$ cat src/hw/rtl/min_string_rotation_core_assert.svh
// Assertion helpers for the rotation core.
`ifndef MIN_STRING_ROTATION_CORE_ASSERT_SVH
`define MIN_STRING_ROTATION_CORE_ASSERT_SVH

// Same-cycle implication.
`define MSR_ASSERT_SAME(label, ante, cons) \
    label: assert property (@(posedge clk) disable iff (!rst_n) (ante) |-> (cons)) \
        else $error("min_string_rotation_core: check failed");

// Next-cycle implication.
`define MSR_ASSERT_NEXT(label, ante, cons) \
    label: assert property (@(posedge clk) disable iff (!rst_n) (ante) |=> (cons)) \
        else $error("min_string_rotation_core: check failed");

`endif

$ cat src/hw/rtl/msr_pkg.sv
`timescale 1ns / 1ps

package msr_pkg;

    typedef struct packed {
        logic [7:0] char_in;
        logic       last_char;
    } in_t;

    typedef struct packed {
        logic [11:0] best_start;
        logic [12:0] string_length;
        logic        overflow;
    } out_t;

    typedef enum logic [2:0] {
        S_IDLE = 3'b001,
        S_READ = 3'b010,
        S_CMP  = 3'b100
    } search_state_t;

endpackage

$ cat src/hw/rtl/msr_search.sv
`timescale 1ns / 1ps

module msr_search #(
    parameter int AW = 12,
    parameter int LW = 13
) (
    input  logic          clk,
    input  logic          rst_n,
    input  logic          go,
    input  logic [LW-1:0] n,
    input  logic [7:0]    rdata_a,
    input  logic [7:0]    rdata_b,
    output logic [AW-1:0] raddr_a,
    output logic [AW-1:0] raddr_b,
    output logic          done,
    output logic [AW+1:0] best
);

    import msr_pkg::*;

    localparam int PW = AW + 2;

    search_state_t state_reg, state_next;
    logic [PW-1:0] a_reg, a_next;
    logic [PW-1:0] b_reg, b_next;
    logic [PW-1:0] k_reg, k_next;
    logic [PW-1:0] n_reg, n_next;

    logic [PW-1:0] pa, pb, pa_w, pb_w;
    logic [PW-1:0] a_upd, b_upd;
    logic          running;

    // positions in the doubled string, folded back once
    assign pa      = a_reg + k_reg;
    assign pb      = b_reg + k_reg;
    assign pa_w    = (pa >= n_reg) ? pa - n_reg : pa;
    assign pb_w    = (pb >= n_reg) ? pb - n_reg : pb;
    assign raddr_a = pa_w[AW-1:0];
    assign raddr_b = pb_w[AW-1:0];

    assign running = (a_reg < n_reg) && (b_reg < n_reg) && (k_reg < n_reg);
    assign best    = (a_reg < b_reg) ? a_reg : b_reg;

    always_comb
    begin
        state_next = state_reg;
        a_next     = a_reg;
        b_next     = b_reg;
        k_next     = k_reg;
        n_next     = n_reg;
        done       = 1'b0;
        a_upd      = a_reg;
        b_upd      = b_reg;
        unique case (state_reg)
            S_IDLE:
            begin
                if (go)
                begin
                    n_next     = PW'(n);
                    a_next     = '0;
                    b_next     = PW'(1);
                    k_next     = '0;
                    state_next = S_READ;
                end
            end
            S_READ:
            begin
                if (running)
                begin
                    state_next = S_CMP;
                end
                else
                begin
                    done       = 1'b1;
                    state_next = S_IDLE;
                end
            end
            S_CMP:
            begin
                if (rdata_a == rdata_b)
                begin
                    k_next = k_reg + PW'(1);
                end
                else
                begin
                    if (rdata_a > rdata_b)
                    begin
                        a_upd = a_reg + k_reg + PW'(1);
                    end
                    else
                    begin
                        b_upd = b_reg + k_reg + PW'(1);
                    end
                    a_next = a_upd;
                    b_next = (a_upd == b_upd) ? b_upd + PW'(1) : b_upd;
                    k_next = '0;
                end
                state_next = S_READ;
            end
            default:
            begin
                state_next = S_IDLE;
            end
        endcase
    end

    always_ff @(posedge clk or negedge rst_n)
    begin
        if (!rst_n)
        begin
            state_reg <= S_IDLE;
        end
        else
        begin
            state_reg <= state_next;
        end
    end

    always_ff @(posedge clk)
    begin
        a_reg <= a_next;
        b_reg <= b_next;
        k_reg <= k_next;
        n_reg <= n_next;
    end

endmodule
$ cat config.mk
export PLATFORM = sky130hd
export DESIGN_NAME = msr_search
export DESIGN_NICKNAME = d
export VERILOG_FILES = /design/src/hw/rtl/min_string_rotation_core_assert.svh /design/src/hw/rtl/msr_pkg.sv /design/src/hw/rtl/msr_search.sv
export SDC_FILE = /design/constraint.sdc
export NUM_CORES = 1
export LEC_CHECK = 0
export BUFFER_PORTS_ARGS = -buffer_cell sky130_fd_sc_hd__buf_2
export CAP_MARGIN = 30
export CORE_ASPECT_RATIO = 0.7
export CORE_MARGIN = 2
export CORE_UTILIZATION = 52
export CTS_CLUSTER_DIAMETER = 100
export CTS_CLUSTER_SIZE = 25
export DETAILED_ROUTE_END_ITERATION = 10
export PLACE_DENSITY = 0.72
export SETUP_SLACK_MARGIN = 0.2
export SLEW_MARGIN = 20
export SYNTH_ARGS = -nofsm -noshare
export SYNTH_HDL_FRONTEND = slang
export SYNTH_SLANG_ARGS = --single-unit
export TNS_END_PERCENT = 100
$ cat constraint.sdc
create_clock -name clk -period 11.1 [get_ports clk]
set_input_delay 2.775 -clock clk [delete_from_list [all_inputs] [get_ports clk]]
set_output_delay 2.775 -clock clk [all_outputs]
set_load 0.02 [all_outputs]
# Word level (Yosys, flattened, before mapping)
# Cells that the tools add are included.
word_totals:
  register_bits: 58
  word_cells: 56
  output_inout_bits: 39
  input_bits: 32
op_classes:
  n_mux: 23
  addsub: 8
  reduce_logical: 6
  magnitude_cmp: 7
  eq_ne: 7
ops:
  columns: ["operator", "count"]
  rows:
  - ["14-bit two-way mux", 13]
  - ["14-bit case mux with 2 select lines", 3]
  - ["14-bit by 1-bit adder with 14-bit output (second input constant)", 4]
  - ["14-bit by 13-bit < comparator with 1-bit output", 3]
  - ["14-bit adder", 2]
  - ["14-bit by 13-bit >= comparator with 1-bit output", 2]
  - ["12-bit two-way mux", 2]
  - ["12-bit subtractor", 2]
  - ["14-bit == test", 1]
  - ["14-bit < comparator", 1]
  - ["3-bit case mux with 3 select lines", 1]
  - ["8-bit == test", 1]
  - ["8-bit greater-than comparator", 1]
  - ["3-bit two-way mux", 2]
  - ["2-bit != test (second input constant)", 2]
  - ["2-bit AND reduction", 2]
  - ["3-bit by 1-bit == test with 1-bit output (second input constant)", 1]
  - ["3-bit by 2-bit == test with 1-bit output (second input constant)", 1]
  - ["3-bit == test (second input constant)", 1]
  - ["3-bit AND reduction", 1]
  - ["1-bit logical AND", 2]
  - ["1-bit two-way mux", 2]
  - ["2-bit nonzero test", 1]

# Logic depth before layout (Yosys ltp)
logic_depth:
  word_depth: 9
  ltp_mapped: 20
  ltp_nobuf: 19

# Worst setup path after synthesis
# OpenSTA, ideal clock, no wires.
synth_timing:
  path_kind: "reg2out"
  start: "register k_reg[1]"
  end: "output port raddr_b[0]"
  path_buffers: 3
  path_slack_ps: 4109
  path_stages_with_launch: 21
  arrival_time_ps: 4216
  cell_sequence: "edfxtp_1 -> ha_1 -> a21o_1 -> and4_1 -> clkbuf_1 -> or4_1 -> nand3_1 -> buf_2 -> inv_1 -> ha_1 -> nand4_1 -> o22ai_1 -> nor2_1 -> nor2b_1 -> o21a_1 -> nor2_1 -> o31ai_1 -> a21oi_1 -> o2111ai_1 -> clkbuf_1 -> mux2i_1"
synth_via:
  elab_chain_len: 3
synth_lines:
  columns: ["item", "line_no", "source"]
  rows:
  - ["start, declared", "msr_search.sv:26", "logic [PW-1:0] k_reg, k_next;"]
  - ["start signal, assigned", "msr_search.sv:123", "k_reg <= k_next;"]
  - ["14-bit adder", "msr_search.sv:35", "assign pb = b_reg + k_reg;"]
  - ["14-bit by 13-bit >= comparator with 1-bit output", "msr_search.sv:37", "assign pb_w = (pb >= n_reg) ? pb - n_reg : pb;"]
  - ["12-bit two-way mux", "msr_search.sv:37", null]
  - ["end, declared", "msr_search.sv:14", "output logic [AW-1:0] raddr_b,"]
# Every way passes these cells.

# Worst setup path after layout
layout_timing:
  start: "register k_reg[4]"
  end: "output port raddr_b[4]"
layout_via:
  elab_chain_len: 3
layout_lines:
  columns: ["item", "line_no"]
  rows:
  - ["14-bit adder (*)", "msr_search.sv:35"]
  - ["12-bit subtractor / 14-bit by 13-bit >= comparator with 1-bit output (equally long branches)", "msr_search.sv:37"]
  - ["12-bit two-way mux (*)", "msr_search.sv:37"]
# Every way passes the cells marked *; elsewhere a longest branch is shown, timed or not.

==> out/results.txt <==
hold path startpoint - state_reg[1]
synthesized cell area - 8490 µm²
hold path endpoint - state_reg[2]
Least-Margin Pin Slew - 911 ps
flop2flop setup slack - 5270 ps
worst reg-to-reg path cell count - 15
Pwr Total - 1.49 mW
Vias/cell - 6.16
Fill cells - 1,452
detailed-route wire length per cell - 19.9 µm
Setup crit start kind - flop
WL final - 25.5 mm
Die H - 111 µm
total I/O pin count - 71
CTS H-tree depth - 3
DIE AREA - 17,400 µm²
DRC Markers - 0
Core Util, Final - 0.582
vias - 7,899
Syn Inst Count - 994
Rows - 39
top cells by count, synth - 113 x ha_1, 81 x nand2_1, 81 x nor2_1
Netlist cell types - 90
global route overflow - 0
total track usage - 0.296
post-synth top area cell - edfxtp_1
worst r2r dst - b_reg[10]
worst hold path class - reg -> reg
outcome - finished clean
Iter 0 DRT Violations - 1,026
CTS sink count - 58
die width - 157 µm
CP endpoint kind - primary output
asr flop ratio synth - 0.0517
HPWL Detailed - 20.1 mm
diode count - 0
relative slew slack - 0.377
Inserted Clock Buffers - 9
Area Growth Syn to Fin - 10.7%
vias in the first global route - 7,061
maxcap violations - 0
CTS tree - built
min Tclk post-route - 8020 ps
RSZ-0062 raised after global routing - false
initial antenna violation count - 0
final setup vio count - 0
core area - 16,200 µm²
layout net count - 1,202
CTS resizes - 0
worst-path fanout max - 13
Pwr Density - 158 nW/µm²
I/O Buffers - 70
clock skew - 10.8 ps
Antenna Nets Post-Route - 0
DP Area - 9090 µm²
Hold Path Depth - 2
Starting Density - 0.526
Final Instance Area - 9400 µm²
top cell type's share of synthesized area - 0.194
final critical-path share of the clock period - 0.723
root buf cell - clkbuf_16
Post-synth EDFFs - 55
crit path from - k_reg[4]
top cells by area, synth - edfxtp_1 19%, ha_1 17%, xnor2_1 5.4%
Reg clk slew, reported paths - 60 ps
post-synthesis sequential area ratio - 0.203
Hold-fix buffers, CTS - 0
top-count cell post-synth - ha_1
Reg-to-Reg Start - k_reg[0]
pin count of the biggest net entering global routing - 38
Setup Total Neg Slack - 0 ps
P_leak - 4.20 nW
WP data arrival - 5250 ps
first-pass GRT wire length - 39.9 mm
final hold vios - 0
layout cells sized above 1 - 0.144
VDD IR max - 0.0000759 V
Req. time, crit path - 8330 ps
Crit Path Category - reg -> out
achievable clock frequency - 0.125 GHz
insertion delay to the later sink of the worst-skew pair - 340 ps
syn avg cell area - 8.54 µm²
clk buf depth - 2
predominant post-synthesis flop cell - edfxtp_1
Ys Warns - 0
router iterations before antenna repair - 5
syn_nets - 1,143
Seq cells post-synth - 58
setup bufs post-CTS - 0
Pins Over Slew Limit - 0
Placer Congestion - 0.989
-- metal layers --
metal	track usage	vias to the layer above	part of all wire	wire, µm
met3	0.0778	32	0.11	2920
li1	-	3786	-	-
met1	0.451	3670	0.47	11900
met5	0	-	0	0
met2	0.414	411	0.40	10200
met4	0.0661	0	0.017	425
-- cell usage in the layout (no fill, tap or decap), types with 19 or more instances in the layout --
cell,count
nand2_1,81
buf_2,70
nor2_1,80
a211oi_1,19
nand3_1,32
mux2i_1,31
inv_1,75
edfxtp_1,55
ha_1,113
o21ai_0,40
xor2_1,28
a21o_1,43
xnor2_1,52
mux2_2,23
a21oi_1,50
-- metrics by stage --
step	hold slack, ps	setup WS [ps]	std cells
3_5_place_dp	619	3560	1267
6_report	609	3080	1283
2_1_floorplan	531	4110	994
5_1_grt	650	2850	1283
4_1_cts	621	3170	1283
3_3_place_gp	610	3540	1266
-- final cells by class --
type / count / area, µm² / share of cell area
Tap cell: 225 / 282 / 0.0299
Clock buffer: 10 / 229 / 0.0244
Clock inverter: 6 / 82.6 / 0.00878
Timing Repair Buffer: 78 / 418 / 0.0445
Sequential cell: 58 / 1730 / 0.184
Multi-Input combinational cell: 829 / 6370 / 0.678
Inverter: 77 / 289 / 0.0307
-- kinds of logic after synthesis --
| kind of cell | synth area share |
|---|---|
| xor gates and xnor gates | 0.101 |
| adders and majority gates | 0.176 |
| AOI/OAI and AO/OA | 0.195 |
| and+or+nand+nor | 0.207 |
| buffers and inverters | 0.0489 |
| DFF | 0.203 |
| muxes | 0.0684 |
-- where the power goes --
| part | total [mW] | internal, mW | switching (mW) | leakage [nW] |
|---|---|---|---|---|
| logic | 0.894 | 0.350 | 0.544 | 3.48 |
| registers | 0.288 | 0.260 | 0.0280 | 0.566 |
| clock network | 0.306 | 0.195 | 0.111 | 0.152 |
| total | 1.49 | 0.806 | 0.683 | 4.20 |
-- critical path, stage by stage (launching register included) --
cell and delay (ps):
edfxtp_1 500, ha_1 490, a21oi_1 280, nand2_1 190, or4_1 500, nand3_1 370, inv_1 90, ha_1 340
nand4_1 130, o22ai_1 120, nor2_1 210, nor2b_1 70, o21a_1 160, nor2_1 220, o31ai_1 180, a21oi_1 200
o2111ai_1 140, buf_4 230, mux2_2 310, buf_2 160
-- how the worst max path moves through the flow --
stage	endpoint	slack [ps]	depth (start not counted)
4_1_cts	raddr_b[4]	3170	19
2_1_floorplan	raddr_b[0]	4110	20
3_3_place_gp	raddr_b[4]	3540	19
3_5_place_dp	raddr_b[4]	3560	19
5_1_grt	raddr_b[4]	2850	19
6_report	raddr_b[4]	3080	19
No activity file was read; power rests on OpenSTA's default activity.
